File: src/design/sparse_coverage_sliding_window_core_macros.svh
// Assertion macros for the sparse coverage sliding window core.
// Uses clk and rst_n of the including module; no other dependencies.
`ifndef SPARSE_COVERAGE_SLIDING_WINDOW_CORE_MACROS_SVH
`define SPARSE_COVERAGE_SLIDING_WINDOW_CORE_MACROS_SVH

// same-cycle implication
`define SCSW_ASSERT_IMP(lbl, ante, cons, msg) \
  lbl: assert property (@(posedge clk) disable iff (!rst_n) (ante) |-> (cons)) else $error(msg);

// next-cycle implication
`define SCSW_ASSERT_NXT(lbl, ante, cons, msg) \
  lbl: assert property (@(posedge clk) disable iff (!rst_n) (ante) |=> (cons)) else $error(msg);

`endif

File: src/design/scsw_pkg.sv
// Shared types and constants for the sparse coverage sliding window core.
// No dependencies.
`default_nettype none

package scsw_pkg;

  localparam int MAX_WINDOW_DEF = 32;
  localparam int COUNT_BITS_DEF = 16;

  localparam int CFG_W    = 6;
  localparam int CHR_W    = 8;
  localparam int POS_W    = 32;
  localparam int CNT_IN_W = 16;
  localparam int SUM_W    = 22;

  localparam logic [CFG_W-1:0] LEN_RESET = 6'd32;
  localparam logic [SUM_W-1:0] SUM_MAX   = '1;

  typedef struct packed {
    logic                func;
    logic [CHR_W-1:0]    chromosome;
    logic [POS_W-1:0]    position;
    logic [CNT_IN_W-1:0] plus_count;
    logic [CNT_IN_W-1:0] minus_count;
  } in_word_t;

  typedef struct packed {
    logic [POS_W-1:0] window_start;
    logic [CHR_W-1:0] window_chromosome;
    logic [SUM_W-1:0] plus_sum;
    logic [SUM_W-1:0] minus_sum;
    logic             last_of_run;
  } out_word_t;

endpackage

`default_nettype wire

File: src/design/sparse_coverage_sliding_window_core.sv
// Sparse coverage sliding window core: ring of per-position counts in one
// synchronous RAM, running strand totals, registered result word.
// Sequence: a record stored at once is accepted with its RAM read, then written back;
// else it is accepted, windows are emitted and slid, and it is read, then written to store.
// Throughput: one word in flight, as in_stall is high outside idle; output stalls hold emits.
// Reset: synchronous; per-entry valid bits make the RAM read as zero.
`default_nettype none
`include "sparse_coverage_sliding_window_core_macros.svh"

module sparse_coverage_sliding_window_core
  import scsw_pkg::*;
#(
  parameter int MAX_WINDOW = MAX_WINDOW_DEF,
  parameter int COUNT_BITS = COUNT_BITS_DEF
) (
  input  wire logic             clk,
  input  wire logic             rst_n,
  input  wire logic             in_valid,
  output logic                  in_stall,
  input  wire in_word_t         in_word,
  output logic                  out_valid,
  input  wire logic             out_stall,
  output out_word_t             out_word,
  input  wire logic             cfg_wr_en,
  input  wire logic [CFG_W-1:0] cfg_wr_data
);

  localparam int SLOT_W    = $clog2(MAX_WINDOW);
  localparam int TOT_W     = COUNT_BITS + $clog2(MAX_WINDOW);
  localparam int CMP_W     = (TOT_W > SUM_W) ? TOT_W : SUM_W;
  localparam int CNT_EXT_W = (COUNT_BITS > CNT_IN_W) ? COUNT_BITS : CNT_IN_W;
  localparam int ENT_W     = 2 * COUNT_BITS;

  typedef enum logic [2:0] {ST_IDLE, ST_PUT_RD, ST_PUT_WR, ST_EMIT, ST_SL_WR} state_t;

  function automatic logic [COUNT_BITS-1:0] cnt_of(input logic [CNT_IN_W-1:0] x);
    logic [CNT_EXT_W-1:0] e;
    e = CNT_EXT_W'(x);
    return e[COUNT_BITS-1:0];
  endfunction

  function automatic logic [SLOT_W-1:0] slot_add(input logic [SLOT_W-1:0] h,
                                                 input logic [SLOT_W-1:0] off);
    logic [SLOT_W:0] s;
    s = {1'b0, h} + {1'b0, off};
    if (s >= (SLOT_W+1)'(MAX_WINDOW)) s = s - (SLOT_W+1)'(MAX_WINDOW);
    return s[SLOT_W-1:0];
  endfunction

  function automatic logic fits_at(input logic [CHR_W-1:0] c, input logic [POS_W-1:0] p,
                                   input logic [CHR_W-1:0] wc, input logic [POS_W-1:0] ws,
                                   input logic [CFG_W-1:0] len);
    return (c == wc) && (p >= ws) &&
           ({1'b0, p} < ({1'b0, ws} + (POS_W+1)'(len)));
  endfunction

  function automatic logic [POS_W-1:0] jstart(input logic [POS_W-1:0] p,
                                             input logic [CFG_W-1:0] l1);
    return (p >= POS_W'(l1)) ? p - POS_W'(l1) : '0;
  endfunction

  function automatic logic [SUM_W-1:0] sat(input logic [TOT_W-1:0] t);
    logic [CMP_W-1:0] e;
    e = CMP_W'(t);
    return (e > CMP_W'(SUM_MAX)) ? SUM_MAX : e[SUM_W-1:0];
  endfunction

  state_t                 state_r;
  in_word_t               word_r;
  logic [SLOT_W-1:0]      head_r;
  logic [SLOT_W-1:0]      slot_r;
  logic [POS_W-1:0]       start_r;
  logic [CHR_W-1:0]       chr_r;
  logic [TOT_W-1:0]       ptot_r;
  logic [TOT_W-1:0]       mtot_r;
  logic                   open_r;
  logic                   flush_r;
  logic                   fin_r;
  logic [CFG_W-1:0]       len_r;
  logic                   out_valid_r;
  out_word_t              out_word_r;

  logic [ENT_W-1:0]       mem [MAX_WINDOW];
  logic [MAX_WINDOW-1:0]  vld_r;
  logic [ENT_W-1:0]       rd_data_r;
  logic                   rd_vld_r;

  logic [CFG_W-1:0]       eff_len;
  logic [CFG_W-1:0]       len_m1;
  logic [POS_W-1:0]       fit_diff;
  logic [POS_W-1:0]       put_diff;
  logic [POS_W-1:0]       start_inc;
  logic [SLOT_W-1:0]      slot_jump;
  logic [SLOT_W-1:0]      slot_fit;
  logic [SLOT_W-1:0]      slot_put;
  logic [SLOT_W-1:0]      head_inc;
  logic [SLOT_W-1:0]      rd_addr;
  logic [SLOT_W-1:0]      wr_addr;
  logic                   wr_en;
  logic [ENT_W-1:0]       wr_data;
  logic [ENT_W-1:0]       old_ent;
  logic [COUNT_BITS-1:0]  new_p;
  logic [COUNT_BITS-1:0]  new_m;
  logic                   in_behind;
  logic                   in_fits;
  logic                   fit_nx;
  logic                   tot_zero;
  logic                   out_free;

  always_comb begin
    if (len_r == '0) begin
      eff_len = CFG_W'(1);
    end else if (len_r > CFG_W'(MAX_WINDOW)) begin
      eff_len = CFG_W'(MAX_WINDOW);
    end else begin
      eff_len = len_r;
    end
  end

  assign len_m1    = eff_len - CFG_W'(1);
  assign fit_diff  = in_word.position - start_r;
  assign put_diff  = word_r.position - start_r;
  assign start_inc = start_r + POS_W'(1);
  assign head_inc  = (head_r == SLOT_W'(MAX_WINDOW - 1)) ? '0 : head_r + SLOT_W'(1);

  assign slot_jump = slot_add(head_r, (in_word.position >= POS_W'(len_m1)) ?
                                      len_m1[SLOT_W-1:0] : in_word.position[SLOT_W-1:0]);
  assign slot_fit  = slot_add(head_r, fit_diff[SLOT_W-1:0]);
  assign slot_put  = slot_add(head_r, put_diff[SLOT_W-1:0]);

  assign in_behind = (in_word.chromosome == chr_r) && (in_word.position < start_r);
  assign in_fits   = fits_at(in_word.chromosome, in_word.position, chr_r, start_r, eff_len);
  assign fit_nx    = fits_at(word_r.chromosome, word_r.position, chr_r, start_inc, eff_len);
  assign tot_zero  = (ptot_r == '0) && (mtot_r == '0);
  assign out_free  = !out_valid_r || !out_stall;

  assign new_p   = cnt_of(word_r.plus_count);
  assign new_m   = cnt_of(word_r.minus_count);
  assign old_ent = rd_vld_r ? rd_data_r : '0;

  always_comb begin
    unique case (state_r)
      ST_IDLE:   rd_addr = open_r ? slot_fit : slot_jump;
      ST_PUT_RD: rd_addr = slot_put;
      default:   rd_addr = head_r;
    endcase
  end

  assign wr_en   = (state_r == ST_PUT_WR) || (state_r == ST_SL_WR);
  assign wr_addr = (state_r == ST_SL_WR) ? head_r : slot_r;
  assign wr_data = (state_r == ST_SL_WR) ? '0 : {new_p, new_m};

  // ring RAM, one read and one write port, registered read
  always_ff @(posedge clk) begin
    if (wr_en) begin
      mem[wr_addr] <= wr_data;
    end
    rd_data_r <= mem[rd_addr];
  end

  always_ff @(posedge clk) begin
    if (!rst_n) begin
      vld_r    <= '0;
      rd_vld_r <= 1'b0;
    end else begin
      if (wr_en) begin
        vld_r[wr_addr] <= 1'b1;
      end
      rd_vld_r <= vld_r[rd_addr];
    end
  end

  always_ff @(posedge clk) begin
    if (!rst_n) begin
      state_r     <= ST_IDLE;
      head_r      <= '0;
      start_r     <= '0;
      chr_r       <= '0;
      ptot_r      <= '0;
      mtot_r      <= '0;
      open_r      <= 1'b0;
      flush_r     <= 1'b0;
      fin_r       <= 1'b0;
      len_r       <= LEN_RESET;
      out_valid_r <= 1'b0;
    end else begin
      if (cfg_wr_en) begin
        len_r <= cfg_wr_data;
      end
      if (out_valid_r && !out_stall && (state_r != ST_EMIT)) begin
        out_valid_r <= 1'b0;
      end
      unique case (state_r)
        ST_IDLE: begin
          if (in_valid) begin
            word_r <= in_word;
            if (in_word.func) begin
              if (open_r) begin
                flush_r <= 1'b1;
                state_r <= ST_EMIT;
              end
            end else if (!open_r) begin
              open_r  <= 1'b1;
              chr_r   <= in_word.chromosome;
              start_r <= jstart(in_word.position, len_m1);
              slot_r  <= slot_jump;
              state_r <= ST_PUT_WR;
            end else if (in_behind) begin
              state_r <= ST_IDLE;
            end else if (in_fits) begin
              slot_r  <= slot_fit;
              state_r <= ST_PUT_WR;
            end else begin
              flush_r <= 1'b0;
              state_r <= ST_EMIT;
            end
          end
        end
        ST_PUT_RD: begin
          slot_r  <= slot_put;
          state_r <= ST_PUT_WR;
        end
        ST_PUT_WR: begin
          ptot_r  <= ptot_r - TOT_W'(old_ent[ENT_W-1:COUNT_BITS]) + TOT_W'(new_p);
          mtot_r  <= mtot_r - TOT_W'(old_ent[COUNT_BITS-1:0]) + TOT_W'(new_m);
          state_r <= ST_IDLE;
        end
        ST_EMIT: begin
          if (out_free) begin
            out_valid_r                  <= 1'b1;
            out_word_r.window_start      <= start_r;
            out_word_r.window_chromosome <= chr_r;
            out_word_r.plus_sum          <= sat(ptot_r);
            out_word_r.minus_sum         <= sat(mtot_r);
            if (flush_r) begin
              out_word_r.last_of_run <= tot_zero;
              if (tot_zero) begin
                open_r  <= 1'b0;
                state_r <= ST_IDLE;
              end else begin
                state_r <= ST_SL_WR;
              end
            end else begin
              out_word_r.last_of_run <= tot_zero || fit_nx;
              if (tot_zero) begin
                chr_r   <= word_r.chromosome;
                start_r <= jstart(word_r.position, len_m1);
                state_r <= ST_PUT_RD;
              end else begin
                fin_r   <= fit_nx;
                state_r <= ST_SL_WR;
              end
            end
          end
        end
        ST_SL_WR: begin
          ptot_r  <= ptot_r - TOT_W'(old_ent[ENT_W-1:COUNT_BITS]);
          mtot_r  <= mtot_r - TOT_W'(old_ent[COUNT_BITS-1:0]);
          head_r  <= head_inc;
          start_r <= start_inc;
          state_r <= (!flush_r && fin_r) ? ST_PUT_RD : ST_EMIT;
        end
        default: state_r <= ST_IDLE;
      endcase
    end
  end

  assign in_stall  = (state_r != ST_IDLE);
  assign out_valid = out_valid_r;
  assign out_word  = out_word_r;

  `SCSW_ASSERT_IMP(a_closed_zero, !open_r, (ptot_r == '0) && (mtot_r == '0), "totals nonzero with no window open")
  `SCSW_ASSERT_IMP(a_put_open, state_r == ST_PUT_WR, open_r, "write back with no window open")
  `SCSW_ASSERT_IMP(a_emit_src, $rose(out_valid_r), $past(state_r == ST_EMIT), "result word loaded outside emit")
  `SCSW_ASSERT_NXT(a_head_hold, state_r != ST_SL_WR, $stable(head_r), "ring head moved without a slide")

endmodule

`default_nettype wire
File: config.mk
export PLATFORM = sky130hd
export DESIGN_NAME = sparse_coverage_sliding_window_core
export DESIGN_NICKNAME = d
export VERILOG_FILES = /design/src/design/scsw_pkg.sv /design/src/design/sparse_coverage_sliding_window_core.sv
export VERILOG_INCLUDE_DIRS = /design/src /design/src/design
export SDC_FILE = /design/constraint.sdc
export NUM_CORES = 2
export LEC_CHECK = 0
export ABC_AREA = 1
export BUFFER_PORTS_ARGS = -buffer_cell sky130_fd_sc_hd__buf_2
export CORE_MARGIN = 2
export CORE_UTILIZATION = 25
export CTS_BUF_LIST = sky130_fd_sc_hd__clkbuf_8
export CTS_CLUSTER_DIAMETER = 40
export DETAILED_ROUTE_END_ITERATION = 10
export GPL_TIMING_DRIVEN = 0
export PLACE_DENSITY = 0.48
export SLEW_MARGIN = 20
export SYNTH_ARGS = -nofsm -noshare
export SYNTH_HDL_FRONTEND = slang
export SYNTH_SLANG_ARGS = --single-unit
export TNS_END_PERCENT = 100
File: constraint.sdc
create_clock -name clk -period 15.38 [get_ports clk]
set_input_delay 2.307 -clock clk [delete_from_list [all_inputs] [get_ports clk]]
set_output_delay 2.307 -clock clk [all_outputs]
set_load 0.1 [all_outputs]
==> impl_metrics.json <==
{
  "gr-max-usage-layer": "met2",
  "hold_path.class": "flip-flop to flip-flop",
  "hold-worst-slack_ps": 443,
  "grt_max_degree": 33,
  "clockPowerShare_pct": 25.7,
  "die_w_um": 511,
  "routedWlPerCell_um": 24.1,
  "io_buffers": 168,
  "drcViolationCount": 0,
  "coreArea_um2": 256000,
  "p_comb_share_pct": 44.0,
  "synth-compound-area-share_pct": 12.2,
  "skew_ps": 137,
  "period_needed_ps": 8240,
  "outcome": "finished clean",
  "grt_pass1_vias": 48200,
  "crit_top_cell": "inv_1",
  "tritoncts": "built",
  "maxCapViolCount": 0,
  "drt_iter0_drc": 5073,
  "cts_buffers": 281,
  "antenna_found_initial": 23,
  "yosysWarnings": 0,
  "ctsResizeCount": 0,
  "pwr-share-seq_pct": 30.3,
  "layout-drive-gt1-share_pct": 14.9,
  "final_max_slew_viol_count": 0,
  "synthArstFlopShare_pct": 0,
  "start_kind": "flip-flop",
  "peakVddDrop_mv": 0.114,
  "power_density_nw_per_um2": 187,
  "use_met3_pct": 3.42,
  "drt-vias-per-instance": 4.85,
  "worstPathRequired_ps": 16270,
  "grt_pass1_wl_mm": 348,
  "synth_fa_ha_area_share_pct": 4.83,
  "crit_fanout": 11,
  "start_util_pct": 25.1,
  "period_share_pct": 53.6,
  "tightestPinTransition_ps": 1290,
  "crit_slowest_cell": "buf_2",
  "final_nets": 6963,
  "syn2layout_area_growth_pct": 20.0,
  "path_class": "flip-flop to flip-flop",
  "total_power_w": 0.0144,
  "worstSkewPairLatency_ps": 1070,
  "vias": 49600,
  "final_cell_area_um2": 77200,
  "synth_seq_cells": 1349,
  "drt-pass1-iter-count": 5,
  "crit_path_end_kind": "flip-flop",
  "cp_slowest_stage_delay_ps": 780,
  "use_met2_pct": 29.2,
  "clk_path_buf_depth": 4,
  "synth-xor-area-share_pct": 2.38,
  "clkTransAtPathRegs_ps": 60,
  "finalNonFillerCells": 10200,
  "hpwl_mm": 183,
  "h-tree-depth": 5,
  "hold_viol": 0,
  "intPower_w": 0.00812,
  "max_freq_mhz": 121,
  "cts.sinks": 1349,
  "placed_area_um2": 71800,
  "die_h_um": 511,
  "netlist-cell-type-count": 60,
  "synthMuxAreaShare_pct": 0,
  "cp.arrival_ps": 9130,
  "use_met1_pct": 23.9,
  "die_area_um2": 261000,
  "routed_wl_mm": 246,
  "rsz0062_at_grt": "false",
  "slew_headroom_pct": 12.9,
  "p_leak_nw": 27.8,
  "yosysSeqAreaShare_pct": 60.4,
  "synth_simple_gate_area_share_pct": 15.6,
  "root_buffer": "clkbuf_8",
  "p_sw_w": 0.00631,
  "cts_setup_buffers": 0,
  "rows": 186,
  "netlist_instances": 6094,
  "synth-edff-count": 1184,
  "synth_flop_cell": "edfxtp_1",
  "ios": 171,
  "setup_viol": 0,
  "swShare_pct": 43.7,
  "overflow": 0,
  "ctsHoldBuffers": 0,
  "syn_area_um2": 64300,
  "setup_tns_ps": 0,
  "synth_top_family_by_area": "simple AND/OR/NAND/NOR gates",
  "post-place-cells": 9739,
  "gp_congestion": 1.10,
  "grt_usage_pct": 18.3,
  "timing.critical_path.buf_inv": 7,
  "drtAntennaViolNets": 0,
  "r2r_slack_ps": 7140,
  "path_delay_family": "buffers and inverters",
  "syn_area_per_cell_um2": 10.6
}
## sequential cells by signal, indices dropped and copies added (netlist names), 21 cells and up
signal	cells
mem	1024
out_word	83
word_r	40
rd_data_r	32
start_r	32
vld_r	32
mtot_r	21
ptot_r	21
## path summary, 6_finish.rpt
check / endpoint / from / depth (start not counted)
max: rd_data_r[24] / len_r[3] / 31
min: out_word[81] / start_r[28] / 0
max reg2reg: rd_data_r[24] / len_r[3] / 31
min reg2reg: out_word[81] / start_r[28] / 0
## Yosys cell counts (13+ instances only)
cell	count	area [µm²]
nor2_1	1078	4050
nand4_1	51	319
nor4_1	22	138
clkbuf_1	142	533
or2_2	130	813
o21ai_1	52	260
xnor2_1	37	324
xor2_1	138	1210
o21bai_1	13	97.6
inv_1	402	1510
or2_0	21	131
dfxtp_1	165	3300
inv_2	13	48.8
o211ai_1	297	2230
buf_4	24	180
buf_2	79	395
a31oi_1	63	394
nand2_1	713	2680
edfxtp_1	1184	35600
o311ai_1	63	552
ha_1	229	2870
buf_1	23	86.3
a21oi_1	241	1210
nand2_2	14	87.6
nor3_1	50	250
o311ai_0	70	613
o21ai_0	406	2030
nand3_1	240	1200
## layout by cell type, fill, tap and decap left out, drive strengths merged, types with 165 or more instances in the layout
master	Yosys	layout
inv	416	491
a21oi	242	242
nand2	729	729
ha	229	229
o21ai	463	463
edfxtp	1184	1184
nand3	243	243
clkbuf	147	454
dfxtp	165	165
nor2	1090	1090
o211ai	297	297
buf	138	398
## final cells by class
cell class	count	area, µm²
sequential	1349	38900
tap	3384	4230
timing repair buffer	260	2740
fill	26400	179000
inverter	418	1570
antenna	8	20.0
multi-input combinational	4043	23100
clock buffer	307	4230
buffer	285	1370
clock inverter	172	1130
## worst reg2reg max path, delay by kind of cell, from the launching register on
kind / cells / cell delay, ps
xor+xnor: 2 / 530
fa+ha+maj: 4 / 1210
simple gates: 12 / 2090
buf+inv: 7 / 2240
flops: 1 / 320
compound gates: 6 / 1800
## routing by layer
layer | routed length [µm] | part of all wire (%)
met1 | 105000 | 43
met2 | 111000 | 45
met3 | 17200 | 7.0
met4 | 12100 | 4.9
met5 | 13 | 0.0053
## through the flow
stage	setup WS (ps)	utilization (%)
after detailed placement	6740	28.0
after CTS	7510	30.1
after global placement	1620	27.1
final	7140	30.1
after floorplan	6550	-
after global routing	6950	30.1
## cell families after synthesis
kind of cell,count (synthesis)
AO/OA/AOI/OAI,1265
XOR/XNOR,175
adder cells (fa/ha/maj),241
buffers and inverters,703
flip-flops,1349
other,1
AND/OR/NAND/NOR,2360
## power groups by stage
stage | clock network [W] | logic, W | registers, W
after global routing | 0.00394 | 0.00689 | 0.00439
after global placement | 0 | 0.00609 | 0.00447
after detailed placement | 0 | 0.00619 | 0.00445
after floorplan | 0 | 0.00387 | 0.00439
after CTS | 0.00377 | 0.00622 | 0.00438
final | 0.00371 | 0.00635 | 0.00438
(Power assumes the default switching activity.)
